===== config.mk =====
export PLATFORM = sky130hd
export DESIGN_NAME = utf8_hangul_glyph_placer
export DESIGN_NICKNAME = d
export VERILOG_FILES = /design/src/hdl/uhgp_pkg.sv /design/src/hdl/utf8_hangul_glyph_placer.sv /design/src/hdl/uhgp_front.sv /design/src/hdl/uhgp_queue.sv /design/src/hdl/uhgp_back.sv
export SDC_FILE = /design/constraint.sdc
export NUM_CORES = 1
export LEC_CHECK = 0
export BUFFER_PORTS_ARGS = -buffer_cell sky130_fd_sc_hd__buf_2
export CORE_MARGIN = 4
export CORE_UTILIZATION = 55
export CTS_BUF_LIST = sky130_fd_sc_hd__clkbuf_16
export CTS_CLUSTER_DIAMETER = 40
export DETAILED_ROUTE_END_ITERATION = 6
export PLACE_DENSITY_LB_ADDON = 0.12
export SKIP_LAST_GASP = 1
export SLEW_MARGIN = 20
export SYNTH_ARGS = -nofsm -noshare
export SYNTH_HDL_FRONTEND = slang
export SYNTH_HIERARCHICAL = 1
export SYNTH_SLANG_ARGS = --single-unit

===== constraint.sdc =====
create_clock -name i_clk -period 5.5 [get_ports i_clk]
set_input_delay 0.275 -clock i_clk [delete_from_list [all_inputs] [get_ports i_clk]]
set_output_delay 0.275 -clock i_clk [all_outputs]
set_load 0.005 [all_outputs]

===== src/hdl/uhgp_pkg.sv =====
// ----------------------------------------------------------------------------
// uhgp_pkg
// Shared types, codes and constants for the UTF-8 / Hangul glyph placer.
// ----------------------------------------------------------------------------
package uhgp_pkg;

    // Input opcodes
    localparam logic [1:0] OP_LOAD = 2'd0;
    localparam logic [1:0] OP_UTF8 = 2'd1;
    localparam logic [1:0] OP_UCS2 = 2'd2;

    // Configuration register indexes
    localparam logic CFG_WRAP_COLUMN = 1'b0;
    localparam logic CFG_LINE_HEIGHT = 1'b1;

    localparam logic [5:0] WRAP_COLUMN_RST = 6'd38;
    localparam logic [5:0] LINE_HEIGHT_RST = 6'd12;

    // Command queue depth (power of two)
    localparam int QUEUE_DEPTH_DEF = 4;

    // Character codes
    localparam logic [15:0] HANGUL_FIRST  = 16'hAC00;
    localparam logic [15:0] HANGUL_LAST   = 16'hD7A3;
    localparam logic [15:0] PRINT_FIRST   = 16'h0020;
    localparam logic [15:0] FALLBACK_CODE = 16'h007F;

    // Glyph bases
    localparam logic [6:0] MEDIAL_BASE = 7'd57;
    localparam logic [6:0] FINAL_BASE  = 7'd78;
    localparam logic [6:0] CHO_COUNT   = 7'd19;

    // Reciprocals for the syllable split (exact for index < 11172)
    localparam logic [14:0] RECIP_588   = 15'd28533;  // shift 24
    localparam logic [13:0] RECIP_28    = 14'd9363;   // shift 18
    localparam logic [8:0]  JUNG_COUNT  = 9'd21;
    localparam logic [13:0] JONG_COUNT  = 14'd28;

    // Framebuffer
    localparam logic [15:0] HIRES_BASE  = 16'h2000;
    localparam logic [7:0]  ROW_LIMIT   = 8'd192;

    // One command from the front to the back
    typedef struct packed {
        logic        is_load;
        logic [15:0] code;
        logic [5:0]  x;
        logic [7:0]  y;
    } t_cmd;

    function automatic logic is_hangul(input logic [15:0] code);
        is_hangul = (code >= HANGUL_FIRST) && (code <= HANGUL_LAST);
    endfunction

    // Vowel shape class: 0 vertical, 1 horizontal, 2 mixed
    function automatic logic [1:0] vowel_shape(input logic [4:0] jung);
        case (jung)
            5'd8, 5'd12, 5'd13, 5'd17, 5'd18:                vowel_shape = 2'd1;
            5'd9, 5'd10, 5'd11, 5'd14, 5'd15, 5'd16, 5'd19:  vowel_shape = 2'd2;
            default:                                         vowel_shape = 2'd0;
        endcase
    endfunction

endpackage


===== src/hdl/utf8_hangul_glyph_placer.sv =====
// A word passes the command queue, back stages A and B and the output register.
// Throughput: one word per cycle on both sides while the queue has room and the
// output is taken; a back stage holds only when it is full and the next one holds.
// Reset: synchronous, active low; clears cursor, UTF-8 state, queue and
// pipeline, and loads wrap column 38 and line height 12.
// ----------------------------------------------------------------------------
// utf8_hangul_glyph_placer
// UTF-8 / UCS-2 text placer: glyph indices, cursor and hi-res row address.
// ----------------------------------------------------------------------------
module utf8_hangul_glyph_placer import uhgp_pkg::*; #(
    parameter int QUEUE_DEPTH = QUEUE_DEPTH_DEF
) (
    input  logic        i_clk,
    input  logic        i_rst_n,
    input  logic        i_s_tvalid,
    output logic        o_s_tready,
    // value[15:0], load_x[21:16], load_y[29:22], zero[31:30]
    input  logic [31:0] i_s_tdata,
    // opcode[1:0]
    input  logic [1:0]  i_s_tuser,
    output logic        o_m_tvalid,
    input  logic        i_m_tready,
    // ascii_glyph[6:0], initial_glyph[13:7], medial_glyph[20:14],
    // final_glyph[27:21], screen_x[33:28], screen_y[41:34],
    // top_address[57:42], offscreen[58], zero[63:59]
    output logic [63:0] o_m_tdata,
    // glyph_kind[0]
    output logic        o_m_tuser,
    input  logic        i_cfg_valid,
    output logic        o_cfg_ready,
    input  logic        i_cfg_index,
    input  logic [5:0]  i_cfg_data
);

    logic       push, pop, q_empty, q_full;
    t_cmd       cmd_in, cmd_out;
    logic [6:0] ascii_g, initial_g, medial_g, final_g;
    logic [5:0] scr_x;
    logic [7:0] scr_y;
    logic [15:0] top_addr;
    logic       offscr;

    assign o_cfg_ready = 1'b1;

    uhgp_front u_front (
        .i_clk    (i_clk),
        .i_rst_n  (i_rst_n),
        .i_valid  (i_s_tvalid),
        .o_ready  (o_s_tready),
        .i_opcode (i_s_tuser),
        .i_value  (i_s_tdata[15:0]),
        .i_load_x (i_s_tdata[21:16]),
        .i_load_y (i_s_tdata[29:22]),
        .i_q_full (q_full),
        .o_push   (push),
        .o_cmd    (cmd_in)
    );

    uhgp_queue #(.DEPTH(QUEUE_DEPTH)) u_queue (
        .i_clk   (i_clk),
        .i_rst_n (i_rst_n),
        .i_push  (push),
        .i_cmd   (cmd_in),
        .i_pop   (pop),
        .o_cmd   (cmd_out),
        .o_empty (q_empty),
        .o_full  (q_full)
    );

    uhgp_back u_back (
        .i_clk           (i_clk),
        .i_rst_n         (i_rst_n),
        .i_cmd_valid     (!q_empty),
        .i_cmd           (cmd_out),
        .o_pop           (pop),
        .i_cfg_valid     (i_cfg_valid),
        .i_cfg_index     (i_cfg_index),
        .i_cfg_data      (i_cfg_data),
        .o_valid         (o_m_tvalid),
        .i_ready         (i_m_tready),
        .o_glyph_kind    (o_m_tuser),
        .o_ascii_glyph   (ascii_g),
        .o_initial_glyph (initial_g),
        .o_medial_glyph  (medial_g),
        .o_final_glyph   (final_g),
        .o_screen_x      (scr_x),
        .o_screen_y      (scr_y),
        .o_top_address   (top_addr),
        .o_offscreen     (offscr)
    );

    // Output word packing
    assign o_m_tdata = {5'd0, offscr, top_addr, scr_y, scr_x,
                        final_g, medial_g, initial_g, ascii_g};

endmodule


===== src/hdl/uhgp_front.sv =====
// ----------------------------------------------------------------------------
// uhgp_front
// Accepts input words, assembles UTF-8 sequences and issues cursor loads and
// printable codes as commands to the queue.
// ----------------------------------------------------------------------------
module uhgp_front import uhgp_pkg::*; (
    input  logic        i_clk,
    input  logic        i_rst_n,
    input  logic        i_valid,
    output logic        o_ready,
    input  logic [1:0]  i_opcode,
    input  logic [15:0] i_value,
    input  logic [5:0]  i_load_x,
    input  logic [7:0]  i_load_y,
    input  logic        i_q_full,
    output logic        o_push,
    output t_cmd        o_cmd
);

    logic [1:0]  r_pend, n_pend;
    logic [15:0] r_part, n_part;
    logic        r_long, n_long;
    logic        acc, emit, load;
    logic [15:0] code;

    assign o_ready = !i_q_full;
    assign acc     = i_valid && !i_q_full;

    // UTF-8 assembly
    always_comb begin
        n_pend = r_pend;
        n_part = r_part;
        n_long = r_long;
        emit   = 1'b0;
        load   = 1'b0;
        code   = i_value;
        if (acc) begin
            case (i_opcode)
                OP_LOAD: begin
                    load = 1'b1;
                end
                OP_UCS2: begin
                    emit = 1'b1;
                end
                OP_UTF8: begin
                    if (r_pend != 2'd0) begin
                        // continuation: taken as such whatever its value
                        n_part = {r_part[9:0], i_value[5:0]};
                        n_pend = r_pend - 2'd1;
                        if (r_pend == 2'd1) begin
                            emit   = 1'b1;
                            n_long = 1'b0;
                            code   = r_long ? FALLBACK_CODE : n_part;
                        end
                    end else if (!i_value[7]) begin
                        emit = 1'b1;
                        code = {8'd0, i_value[7:0]};
                    end else if (i_value[7:6] == 2'b10) begin
                        emit = 1'b1;
                        code = FALLBACK_CODE;
                    end else if (i_value[7:5] == 3'b110) begin
                        n_part = {11'd0, i_value[4:0]};
                        n_pend = 2'd1;
                    end else if (i_value[7:4] == 4'b1110) begin
                        n_part = {12'd0, i_value[3:0]};
                        n_pend = 2'd2;
                    end else if (i_value[7:3] == 5'b11110) begin
                        n_part = 16'd0;
                        n_pend = 2'd3;
                        n_long = 1'b1;
                    end else begin
                        emit = 1'b1;
                        code = FALLBACK_CODE;
                    end
                end
                default: ;
            endcase
        end
    end

    // Command out: control codes are dropped, unsupported codes fall back
    always_comb begin
        o_push        = load || (emit && (code >= PRINT_FIRST));
        o_cmd.is_load = load;
        o_cmd.x       = i_load_x;
        o_cmd.y       = i_load_y;
        if (is_hangul(code) || (code < 16'h0080)) begin
            o_cmd.code = code;
        end else begin
            o_cmd.code = FALLBACK_CODE;
        end
    end

    always_ff @(posedge i_clk) begin
        if (!i_rst_n) begin
            r_pend <= 2'd0;
            r_part <= 16'd0;
            r_long <= 1'b0;
        end else begin
            r_pend <= n_pend;
            r_part <= n_part;
            r_long <= n_long;
        end
    end

endmodule


===== src/hdl/uhgp_queue.sv =====
// ----------------------------------------------------------------------------
// uhgp_queue
// Short command queue between front and back.
// ----------------------------------------------------------------------------
module uhgp_queue import uhgp_pkg::*; #(
    parameter int DEPTH = QUEUE_DEPTH_DEF
) (
    input  logic i_clk,
    input  logic i_rst_n,
    input  logic i_push,
    input  t_cmd i_cmd,
    input  logic i_pop,
    output t_cmd o_cmd,
    output logic o_empty,
    output logic o_full
);

    localparam int PW = (DEPTH > 1) ? $clog2(DEPTH) : 1;
    localparam int CW = $clog2(DEPTH + 1);

    t_cmd          r_mem [DEPTH];
    logic [PW-1:0] r_wptr, r_rptr;
    logic [CW-1:0] r_cnt, n_cnt;

    assign o_empty = (r_cnt == CW'(0));
    assign o_full  = (r_cnt == CW'(DEPTH));
    assign o_cmd   = r_mem[r_rptr];

    always_comb begin
        n_cnt = r_cnt;
        if (i_push && !i_pop) begin
            n_cnt = r_cnt + CW'(1);
        end else if (!i_push && i_pop) begin
            n_cnt = r_cnt - CW'(1);
        end
    end

    // Pointers and fill count
    always_ff @(posedge i_clk) begin
        if (!i_rst_n) begin
            r_wptr <= '0;
            r_rptr <= '0;
            r_cnt  <= '0;
        end else begin
            if (i_push) begin
                r_wptr <= (r_wptr == PW'(DEPTH - 1)) ? '0 : r_wptr + PW'(1);
            end
            if (i_pop) begin
                r_rptr <= (r_rptr == PW'(DEPTH - 1)) ? '0 : r_rptr + PW'(1);
            end
            r_cnt <= n_cnt;
        end
    end

    // Storage
    always_ff @(posedge i_clk) begin
        if (i_push) begin
            r_mem[r_wptr] <= i_cmd;
        end
    end

endmodule


===== src/hdl/uhgp_back.sv =====
// ----------------------------------------------------------------------------
// uhgp_back
// Places commands: cursor, address and advance in the first stage, syllable
// split by reciprocal multiply in the second, glyph indices into the output
// register in the third.
// ----------------------------------------------------------------------------
module uhgp_back import uhgp_pkg::*; (
    input  logic        i_clk,
    input  logic        i_rst_n,
    input  logic        i_cmd_valid,
    input  t_cmd        i_cmd,
    output logic        o_pop,
    input  logic        i_cfg_valid,
    input  logic        i_cfg_index,
    input  logic [5:0]  i_cfg_data,
    output logic        o_valid,
    input  logic        i_ready,
    output logic        o_glyph_kind,
    output logic [6:0]  o_ascii_glyph,
    output logic [6:0]  o_initial_glyph,
    output logic [6:0]  o_medial_glyph,
    output logic [6:0]  o_final_glyph,
    output logic [5:0]  o_screen_x,
    output logic [7:0]  o_screen_y,
    output logic [15:0] o_top_address,
    output logic        o_offscreen
);

    logic [5:0]  r_wrap_col, r_line_h;
    logic [5:0]  r_cur_col, n_cur_col;
    logic [7:0]  r_cur_row, n_cur_row;

    logic        en_a, en_b, en_o, take;
    logic        hangul;
    logic [6:0]  col_sum;
    logic [15:0] addr;

    // stage A
    logic        r_a_v, r_a_hangul, r_a_off;
    logic [13:0] r_a_idx;
    logic [6:0]  r_a_ascii;
    logic [5:0]  r_a_x;
    logic [7:0]  r_a_y;
    logic [15:0] r_a_addr;
    // stage B
    logic        r_b_v, r_b_hangul, r_b_off;
    logic [13:0] r_b_idx;
    logic [6:0]  r_b_ascii;
    logic [5:0]  r_b_x;
    logic [7:0]  r_b_y;
    logic [15:0] r_b_addr;
    logic [4:0]  r_b_cho;
    logic [8:0]  r_b_q28;
    // output
    logic        r_o_v;

    logic [28:0] p_cho;
    logic [27:0] p_q28;
    logic [8:0]  jung_w;
    logic [13:0] jong_w;
    logic [4:0]  jung, jong;
    logic [1:0]  shape;

    // Stall chain: a stage moves when it is empty or the next one moves
    assign en_o  = !r_o_v || i_ready;
    assign en_b  = !r_b_v || en_o;
    assign en_a  = !r_a_v || en_b;
    assign take  = i_cmd_valid && en_a;
    assign o_pop = take;

    // Configuration registers
    always_ff @(posedge i_clk) begin
        if (!i_rst_n) begin
            r_wrap_col <= WRAP_COLUMN_RST;
            r_line_h   <= LINE_HEIGHT_RST;
        end else if (i_cfg_valid) begin
            case (i_cfg_index)
                CFG_WRAP_COLUMN: r_wrap_col <= i_cfg_data;
                CFG_LINE_HEIGHT: r_line_h   <= i_cfg_data;
                default: ;
            endcase
        end
    end

    // Stage A: classify, row address, cursor advance
    assign hangul  = is_hangul(i_cmd.code);
    assign col_sum = {1'b0, r_cur_col} + (hangul ? 7'd2 : 7'd1);
    assign addr    = HIRES_BASE
                   + {3'd0, r_cur_row[2:0], 10'd0}
                   + {6'd0, r_cur_row[5:3], 7'd0}
                   + {9'd0, r_cur_row[7:6], 5'd0}
                   + {11'd0, r_cur_row[7:6], 3'd0}
                   + {10'd0, r_cur_col};

    always_comb begin
        n_cur_col = r_cur_col;
        n_cur_row = r_cur_row;
        if (take) begin
            if (i_cmd.is_load) begin
                n_cur_col = i_cmd.x;
                n_cur_row = i_cmd.y;
            end else if (col_sum > {1'b0, r_wrap_col}) begin
                n_cur_col = 6'd0;
                n_cur_row = r_cur_row + {2'd0, r_line_h};
            end else begin
                n_cur_col = col_sum[5:0];
            end
        end
    end

    always_ff @(posedge i_clk) begin
        if (!i_rst_n) begin
            r_cur_col <= 6'd0;
            r_cur_row <= 8'd0;
        end else begin
            r_cur_col <= n_cur_col;
            r_cur_row <= n_cur_row;
        end
    end

    always_ff @(posedge i_clk) begin
        if (!i_rst_n) begin
            r_a_v <= 1'b0;
        end else if (en_a) begin
            r_a_v <= take && !i_cmd.is_load;
        end
    end

    always_ff @(posedge i_clk) begin
        if (en_a) begin
            r_a_hangul <= hangul;
            r_a_idx    <= 14'(i_cmd.code - HANGUL_FIRST);
            r_a_ascii  <= i_cmd.code[6:0] - PRINT_FIRST[6:0];
            r_a_x      <= r_cur_col;
            r_a_y      <= r_cur_row;
            r_a_off    <= (r_cur_row >= ROW_LIMIT);
            r_a_addr   <= (r_cur_row >= ROW_LIMIT) ? 16'd0 : addr;
        end
    end

    // Stage B: initial index and index / 28 by reciprocal multiply
    assign p_cho = 29'(r_a_idx) * 29'(RECIP_588);
    assign p_q28 = 28'(r_a_idx) * 28'(RECIP_28);

    always_ff @(posedge i_clk) begin
        if (!i_rst_n) begin
            r_b_v <= 1'b0;
        end else if (en_b) begin
            r_b_v <= r_a_v;
        end
    end

    always_ff @(posedge i_clk) begin
        if (en_b) begin
            r_b_hangul <= r_a_hangul;
            r_b_idx    <= r_a_idx;
            r_b_ascii  <= r_a_ascii;
            r_b_x      <= r_a_x;
            r_b_y      <= r_a_y;
            r_b_off    <= r_a_off;
            r_b_addr   <= r_a_addr;
            r_b_cho    <= p_cho[28:24];
            r_b_q28    <= p_q28[26:18];
        end
    end

    // Stage C: vowel and final indices, glyph numbers
    assign jung_w = r_b_q28 - 9'(r_b_cho) * JUNG_COUNT;
    assign jong_w = r_b_idx - 14'(r_b_q28) * JONG_COUNT;
    assign jung   = jung_w[4:0];
    assign jong   = jong_w[4:0];
    assign shape  = vowel_shape(jung);

    always_ff @(posedge i_clk) begin
        if (!i_rst_n) begin
            r_o_v <= 1'b0;
        end else if (en_o) begin
            r_o_v <= r_b_v;
        end
    end

    always_ff @(posedge i_clk) begin
        if (en_o) begin
            o_glyph_kind    <= r_b_hangul;
            o_ascii_glyph   <= r_b_hangul ? 7'd0 : r_b_ascii;
            o_initial_glyph <= r_b_hangul ? 7'(shape) * CHO_COUNT + 7'(r_b_cho) : 7'd0;
            o_medial_glyph  <= r_b_hangul ? MEDIAL_BASE + 7'(jung) : 7'd0;
            o_final_glyph   <= r_b_hangul ? FINAL_BASE + 7'(jong) : 7'd0;
            o_screen_x      <= r_b_x;
            o_screen_y      <= r_b_y;
            o_top_address   <= r_b_addr;
            o_offscreen     <= r_b_off;
        end
    end

    assign o_valid = r_o_v;

endmodule


Yosys cells after proc, flatten, opt, wreduce, memory -nomap -nowiden
Memory sizes are Yosys's and may differ from the RTL's. A register that Yosys moved wholly into a read port is not among the register bits.
Index checks and enable logic that the tools add are counted.
W data, S select, Z words.

storage, ports and cells
  register bits after elaboration = 220
  RAM bits = 124
  ROM bits = 64
  output and inout port bits = 68
  memories kept = 2

cells by class
  add/sub/neg operators = 19
  multiply operators = 5
  order comparisons = 8
  equal/unequal tests = 14
  multiplexer cells = 54
  bitwise logic cells = 1
  reductions and logical operators = 34

memories
  memory           depth  bits a word  rd ports  clocked after memory_dff  wr ports  line              source
  u_queue.r_mem    4      31           1         1                         1         uhgp_queue.sv:21  t_cmd r_mem [DEPTH];
  (no name shown)  32     2            1         0                         0         uhgp_pkg.sv:57    case (jung)

operator list
  cell                      number
  $mux W16                  11
  $mux W10                  6
  $ge A16 B16 Y1 const B    2
  $le A16 B16 Y1 const B    2
  $mul A14 B15 Y29 const B  1
  $mul A14 B14 Y27 const B  1
  $mux W2                   11
  $mux W1                   19
  $add A16 B10 Y16          1
  $add A16 B5 Y16           1
  $add A16 B6 Y16           1
  $add A16 B7 Y16           1
  $ge A16 B6 Y1 const B     1
  $lt A16 B8 Y1 const B     1
  $mux W8                   2
  $add A14 B13 Y15 const A  1
  $sub A14 B14 Y14 const B  1
  $mux W6                   2
  $reduce_bool A2 Y1        5
  $sub A5 B5 Y5             2
  $mul A9 B3 Y3 const B     1
  $add A8 B6 Y8             1
  $eq A2 B2 Y1 const B      4
  $ge A8 B8 Y1 const B      1
  30 further kinds          56

Depth between registers and ports, before layout
Gate-level depths: netlist of the first run.

  word-level depth = 16
  gate-level depth with buffers = 23
  mapped depth without buffers = 21

Hierarchy
The synthesis of the first run kept the hierarchy.

modules (own cells, without submodules)
  module                    instances  cells each  area each (um^2)  sequential area each (um^2)
  uhgp_back                 1          1193        13912.1           5205.0
  uhgp_queue                1          205         4932.2            3903.7
  uhgp_front                1          174         1330.0            260.2
  utf8_hangul_glyph_placer  1          10          63.8              0.0

Worst setup path before layout of the first run
No wires, ideal clock.

  path kind = register -> register
  start point = register u_back.r_a_idx[9]
  end point = register u_back.r_b_cho[2], data pin
  setup time = 180 ps
  data arrival time = 5276 ps
  data required time = 5320 ps
  path slack = 44 ps
  cell stages (with the launch flop) = 18
  buffers on the path = 0
  clock period less this slack = 5456 ps
  cells stage by stage = edfxtp_1 -> inv_1 -> fa_1 -> fa_1 -> inv_1 -> fa_1 -> fa_1 -> fa_1 -> inv_1 -> fa_1 -> inv_1 -> ha_1 -> nand2_1 -> o2111a_1 -> nor3_1 -> or3_1 -> or4b_1 -> o311ai_1

between the ends
  word-level cells in the longest chain between the ends = 1

RTL lines
  what                    line              source
  from (decl)             uhgp_back.sv:40   logic [13:0] r_a_idx;
  from (signal assigned)  uhgp_back.sv:132  r_a_idx <= 14'(i_cmd.code - HANGUL_FIRST);
  $mul A14 B15 Y29        uhgp_back.sv:142  assign p_cho = 29'(r_a_idx) * 29'(RECIP_588);
  via u_back.p_cho[26]    uhgp_back.sv:57   logic [28:0] p_cho;
  to (signal assigned)    uhgp_back.sv:162  r_b_cho <= p_cho[28:24];
  to (decl)               uhgp_back.sv:52   logic [4:0] r_b_cho;

The timed path passes the listed nets, and every way through them passes these cells.
A chain may end at the register's enable or synchronous reset.

Worst setup path in the final report of the first run
  start point = register u_back.r_a_idx[10]
  end point = register u_back.r_b_cho[2], data pin

Same word-level chain as after synthesis.

==> flow_summary.ini, run 1 <==
[route]
via_per_inst = 5.44
wl_mm = 40.9
drc = 0
num_vias = 12300
antenna_left = 0
firstDrtPassIters = 5
wire_per_inst_um = 18.1
drt_iter0_drc = 432

[yosys]
synth_edf_count = 278
synthFlopType = edfxtp_1
async_flop_share_pct = 0
postSynthAreaPerCell_um2 = 12.8
synthDistinctLibCells = 88
synth_area_um2 = 20200
synth_cells = 1582
yosysSeqAreaShare_pct = 46.3
synth_warnings = 6
synth-seq-cells = 329

[status]
status = finished clean

[critical_path]
cp_cell_sequence = inv_2 -> fa_2 -> fa_1 -> inv_1 -> fa_1 -> fa_1 -> fa_1 -> inv_1 -> fa_1 -> inv_2 -> ha_4 -> nand2_1 -> o2111a_2 -> nor3_4 -> or3_4 -> or4b_1 -> o311ai_1
r2r-end = u_back/r_b_cho[2]$_DFFE_PP_
critical_path_arrival_ps = 5720
critPathTopFamily = adder cells
r2r-start = u_back/r_a_idx[10]$_DFFE_PN_
worstSetupPathType = reg2reg
critical_path_buf_inv_count = 4
rr_worst_depth = 17
cp_max_fo = 3
startpoint_type = flip-flop
regToRegSetupSlack_ps = 140
cp.required_ps = 5860
crit_path_top_delay_cell = fa_1
crit_path_max_incr_delay_ps = 510
crit_top_cell = fa_1
cp-end-kind = flip-flop

[clocking]
htreeDepth = 2
cts_num_sinks = 329
cts_tree = built
clk_latency_ps = 550
cts_buffers = 43
cts-root-buf = clkbuf_16
clkTransAtPathRegs_ps = 50
cts_buffer_depth = 3

[floorplan]
die_y_um = 200
die_area_um2 = 39900
ios = 114
die_x_um = 200
fp.coreArea_um2 = 35900
floorplan.initialDensity_pct = 56.4
fp-row-count = 69

[layout]
syn2layout_area_growth_pct = 16.0
layoutNonFillerInstCount = 2265
register_area_um2 = 9370
fillers = 2703
num_antenna_cells = 0
fin_util_pct = 65.4
fin_nets = 2163
drive_gt1_share_pct = 19.0
multi_input_area_um2 = 9920

[timing]
finalWorstSetupSlack_ps = 135
slew_headroom_pct = 40.6
skew_ps = 19.6
tightest_slew_ps = 891
fin_crit_sh_pct = 97.5
hold_viol_final = 0
clock.fmax_mhz = 186
fin_crit_ps = 5360
finalSetupViolations = 0
drv_slew = 0

[global_routing]
grt_util_all_layers_pct = 20.7
overflow = 0
grt_pass1_vias = 12600
grt_max_degree = 60
antenna_found_initial = 0
grt_pass1_wl_mm = 65.8

[worst_hold_path]
hold_path.class = in2reg
min_delay_path_depth = 3
hold_end = u_back/r_wrap_col[5]$_SDFFE_PN1P_
hp-start = i_cfg_data[5]

[place]
port-buffer-count = 104
gp_congestion = 0.897
place_ws_ps = -76.1
place_hpwl_mm = 30.8
post-place-cells = 2141

[job]
maxCapViolCount = 0
## cells in the final DEF (no fill, tap or decap), drive strengths merged, types with 7 or more instances in the layout
cell type | Yosys | routed
nor3b | 7 | 7
nor3 | 17 | 17
and2 | 24 | 24
nor2 | 54 | 54
edfxtp | 278 | 278
buf | 36 | 171
o21a | 7 | 7
dlygate4sd3 | 0 | 18
and3 | 7 | 7
ha | 222 | 222
a21oi | 54 | 54
nand2 | 62 | 62
nand4 | 18 | 18
o21ai | 40 | 40
nand3 | 31 | 31
mux2i | 10 | 10
xnor2 | 33 | 33
mux4 | 31 | 31
o211ai | 8 | 8
conb | 3 | 7
a21o | 16 | 16
fa | 125 | 125
dfxtp | 51 | 51
inv | 248 | 263
nand2b | 8 | 8
a211oi | 10 | 10
a22oi | 14 | 14
clkbuf | 14 | 43
or3 | 9 | 9
clkinv | 1 | 15
xor2 | 12 | 12
nor2b | 44 | 44
## registers in the layout, indices dropped and copies added, names as in the netlist, 6 cells and up, named ones only
| signal | count |
|---|---|
| u_back/r_b_addr | 15 |
| u_back/r_line_h | 6 |
| u_front/r_part | 10 |
| u_back/o_medial_glyph | 7 |
| u_back/r_cur_col | 6 |
| u_back/r_a_x | 6 |
| u_back/r_a_idx | 14 |
| u_back/r_a_y | 8 |
| u_back/o_initial_glyph | 7 |
| u_back/o_top_address | 15 |
| u_back/r_b_x | 6 |
| u_back/r_cur_row | 8 |
| u_back/r_b_y | 8 |
| u_back/o_screen_x | 6 |
| u_back/o_screen_y | 8 |
| u_back/r_a_addr | 15 |
| u_back/o_final_glyph | 7 |
| u_back/r_wrap_col | 6 |
| u_queue/r_mem | 124 |
| u_back/o_ascii_glyph | 7 |
## per-stage QoR
| step | cell area [um2] | setup TNS (ps) | hold slack (ps) |
|---|---|---|---|
| after floorplan | 20300 | 0 | 397 |
| after global placement | 21400 | 0 | 401 |
| after detailed placement | 21400 | -144 | 405 |
| after CTS | 23000 | 0 | 0.0636 |
| after global routing | 23500 | -33.7 | 27.1 |
| final | 23500 | 0 | 20.4 |
## kinds of logic (layout without fill, tap and decap cells)
group / count (synthesis) / count (layout) / share of synthesized area (%)
AOI/OAI and AO/OA: 209 / 209 / 7.11
xor gates and xnor gates: 46 / 46 / 2.06
adders and majority gates: 347 / 347 / 26.1
buffers and inverters: 299 / 517 / 6.23
DFF: 329 / 329 / 46.3
muxes: 42 / 42 / 4.02
other: 3 / 7 / 0.0556
and+or+nand+nor: 307 / 307 / 8.15
## Yosys cell counts, types with 4 or more instances
| cell | instances | area, um2 |
|---|---|---|
| a22oi_1 | 14 | 105 |
| nand2_1 | 62 | 233 |
| nand2b_1 | 8 | 50.1 |
| xnor2_1 | 33 | 289 |
| inv_1 | 248 | 931 |
| fa_1 | 125 | 2500 |
| and3_1 | 6 | 37.5 |
| clkbuf_1 | 14 | 52.6 |
| o21ai_1 | 8 | 40.0 |
| a21oi_1 | 54 | 270 |
| buf_2 | 5 | 25.0 |
| o211ai_1 | 8 | 60.1 |
| dfxtp_1 | 51 | 1020 |
| nor4_1 | 4 | 25.0 |
| o21a_1 | 7 | 52.6 |
| nand3_1 | 31 | 155 |
| edfxtp_1 | 278 | 8350 |
| mux4_2 | 30 | 676 |
| a21boi_0 | 5 | 37.5 |
| buf_6 | 6 | 67.6 |
| buf_4 | 23 | 173 |
| a211oi_1 | 10 | 75.1 |
| and2_1 | 23 | 144 |
| ha_1 | 222 | 2780 |
| nor2b_1 | 44 | 275 |
| nor3_1 | 16 | 80.1 |
| or3_1 | 8 | 50.1 |
| o21ai_0 | 31 | 155 |
| nand4_1 | 18 | 113 |
| nor3b_1 | 7 | 52.6 |
| nor2_1 | 54 | 203 |
| a21o_1 | 16 | 120 |
| mux2i_1 | 10 | 100 |
| xor2_1 | 12 | 105 |
| o31a_1 | 4 | 35.0 |
## per-layer routing
layer / part of all wire, % / vias up / GRT usage (%) / wire length (um)
li1: - / 5967 / - / -
met1: 44 / 5991 / 28.5 / 17900
met2: 49 / 277 / 34.7 / 20100
met3: 4.4 / 77 / 3.17 / 1790
met4: 2.9 / 0 / 5.99 / 1170
met5: 0 / - / 0 / 0
## area by class of cell
type | count | share of cell area (%)
Clock buffer | 43 | 4.58
Clock inverter | 36 | 1.41
Inverter | 249 | 4.00
Multi-Input combinational cell | 958 | 42.2
Sequential cell | 329 | 39.9
Tap cell | 461 | 2.46
Timing Repair Buffer | 189 | 5.41
## worst min-delay path, stage by stage
cell and delay [ps]:
buf_2 110, nand2_1 50, o211ai_1 90
## worst max-delay path by stage
stage / startpoint / endpoint / slack, ps / cells past startpoint
2_1_floorplan: u_back/r_a_idx[9]$_DFFE_PN_ / u_back/r_b_cho[2]$_DFFE_PP_ / 40 / 17
3_3_place_gp: u_back/r_a_idx[9]$_DFFE_PN_ / u_back/r_b_cho[2]$_DFFE_PP_ / 10 / 17
3_5_place_dp: u_back/r_a_idx[8]$_DFFE_PN_ / u_back/r_b_cho[4]$_DFFE_PP_ / -80 / 17
4_1_cts: u_back/r_a_idx[8]$_DFFE_PN_ / u_back/r_b_cho[2]$_DFFE_PP_ / 10 / 15
5_1_grt: u_back/r_a_idx[9]$_DFFE_PN_ / u_back/r_b_cho[2]$_DFFE_PP_ / -30 / 18
6_report: u_back/r_a_idx[10]$_DFFE_PN_ / u_back/r_b_cho[2]$_DFFE_PP_ / 140 / 17
## what timing repair did
item / 4_1_cts / 5_1_grt
hold buffers: 18 / 0
gates resized for setup: 5 / 62
setup buffers: 2 / 25
setup endpoints to repair: 2 / 5
gates cloned: 0 / 0
endpoints found under the hold margin: 64 / 0
pin swaps: 2 / 44
Power of run 1 is not shown: default switching activity piles up to over one toggle a cycle in this logic, so the estimate is an artifact.
==> run 2, diff against run 1 <==
ABC_AREA = 1   (was unset)
CORE_UTILIZATION = 48   (was 55)
==> run 2 against run 1 <==
  * Fmax up 4.0%
  * Design area up 3.9%
  * Setup slack better by 210 ps
  * Hold slack better by 19 ps
  * Count of clock-buffer cells in the layout up 10
==> flow_summary.ini, run 2 <==
[status]
status = finished clean

[layout]
syn2layout_area_growth_pct = 15.0
num_antenna_cells = 0
largest_reg_flops = 124
drive_gt1_share_pct = 11.7
layout_commonest_cell = inv_1
regMostFlops = u_queue/r_mem
final_cell_mix = inv_1, nand2_1, edfxtp_1, ha_1, nor2_1
fin_nets = 2671
fin_util_pct = 56.3

[clocking]
cts_buffers = 51
cts-root-buf = clkbuf_16
cts_tree = built
clkTransAtPathRegs_ps = 60
cts_buffer_depth = 3
cts_num_sinks = 329
htreeDepth = 2
clk_latency_ps = 580
post_cts_buffers = 0

[critical_path]
worstSetupPathType = reg2reg
critical_path_arrival_ps = 5470
cp-end-kind = flip-flop
cp_max_fo = 3
cp.required_ps = 5810
startpoint_type = flip-flop

[timing]
skew_ps = 26.0
finalSetupViolations = 0
fin_crit_sh_pct = 93.7
hold_viol_final = 0
setup_tns_ps = 0
slew_headroom_pct = 47.2
rsz0062_at_grt = false
fin_crit_ps = 5160
clock.fmax_mhz = 194
drv_slew = 0
tightest_slew_ps = 792

[place]
gp_congestion = 0.883
place_hpwl_mm = 35.7
port-buffer-count = 104

[global_routing]
grt_max_degree = 63
grt_pass1_vias = 14800
antenna_found_initial = 0
grt_pass1_wl_mm = 75.4
grt_util_all_layers_pct = 19.8
overflow = 0

[route]
drc = 0
antenna_left = 0
drt_iter0_drc = 654
num_vias = 14500
via_per_inst = 4.98
wire_per_inst_um = 15.9
wl_mm = 46.1
firstDrtPassIters = 5

[yosys]
synth_edf_count = 278
synth_most_common_cell = inv_1
synthFlopType = edfxtp_1
synth_cells = 2116
synth_common_cells = inv_1, nand2_1, edfxtp_1
synth-seq-cells = 329
synth_top_area_share_pct = 39.4
async_flop_share_pct = 0
synthDistinctLibCells = 46
yosysSeqAreaShare_pct = 44.2
synth_warnings = 6
synth_area_leaders = edfxtp_1, ha_1, fa_1
postSynthAreaPerCell_um2 = 10.0
synth_largest_area_cell = edfxtp_1
synth_area_um2 = 21200

[floorplan]
die_area_um2 = 47600
fp.coreArea_um2 = 43400
floorplan.initialDensity_pct = 48.9
fp-row-count = 76
die_y_um = 218
ios = 114
die_x_um = 218

[job]
maxCapViolCount = 0

[worst_hold_path]
hold_path.class = in2reg
run 2: changes by cell type in the layout (fill, tap and decap cells not counted), sizes merged, moves of 42 or more:
cell | previous run | this run
buf | 171 | 129
inv | 263 | 401
nor2b | 44 | 0
a21oi | 54 | 111
nand2 | 62 | 348
o21ai | 40 | 135
nor2 | 54 | 215
run 2: final timing paths:
path                                    endpoint                         start  slack (ps)  cells past startpoint
setup / recovery     u_back/r_b_cho[1]$_DFFE_PP_  u_back/r_a_idx[10]$_DFFE_PN_         340                     16
hold reg to reg        u_back/r_b_y[0]$_DFFE_PP_     u_back/r_a_y[0]$_DFFE_PN_         410                      0
setup reg to reg     u_back/r_b_cho[1]$_DFFE_PP_  u_back/r_a_idx[10]$_DFFE_PN_         340                     16
hold / removal    u_front/r_part[4]$_SDFFE_PN0P_                  i_s_tdata[4]          40                      3
run 2: area by class of cell:
| cell class | count | area (um2) |
|---|---|---|
| fill | 3802 | 19000 |
| multi-input combinational | 1352 | 10000 |
| sequential | 329 | 9370 |
| inverter | 391 | 1480 |
| clock buffer | 53 | 1330 |
| timing repair buffer | 153 | 948 |
| tap | 585 | 732 |
| clock inverter | 42 | 522 |
run 2: per-layer routing:
layer	routed length, um	part of all wire (%)	vias to the layer above	track usage, %
li1	-	-	7297	-
met4	1140	2.5	0	5.69
met5	0	0	-	0
met2	22600	49	261	34.1
met3	1850	4.0	64	3.07
met1	20500	45	6838	26.1
run 2: cells by family (layout without fill, tap and decap cells):
kind of cell               after synthesis  count (layout)  synth area share [%]
and+or+nand+nor                        677             677                  13.6
AOI/OAI and AO/OA                      300             300                  7.70
adders and majority gates              347             347                  24.9
xor gates and xnor gates                21              21                 0.867
other                                    3               7                0.0531
buffers and inverters                  439             639                  8.66
DFF                                    329             329                  44.2
run 2: metrics by stage:
step	std cells	cell area, um2	hold WS [ps]	setup slack, ps
2_1_floorplan	2120	21200	388	549
3_3_place_gp	2786	22300	401	335
3_5_place_dp	2786	22300	405	276
4_1_cts	2905	24400	4.99	241
5_1_grt	2905	24400	29.8	3.34
6_report	2905	24400	39.3	344
run 2: timing repair:
| item | in CTS | in global routing |
|---|---|---|
| setup endpoints to repair | 0 | 5 |
| gates resized for setup | 0 | 3 |
| endpoints found under the hold margin | 72 | 0 |
| hold buffers | 24 | 0 |
run 2: critical path: stages, from the launching register on:
cell	delay (ps)
edfxtp_1	380
inv_1	190
fa_1	520
fa_1	500
inv_1	60
fa_1	520
fa_1	520
fa_1	560
inv_1	60
fa_1	500
inv_1	40
ha_1	300
nand2_1	100
nor4_1	330
nand3_1	140
nand4_1	110
nand2_1	60
Power of run 2 is left out for the same reason.
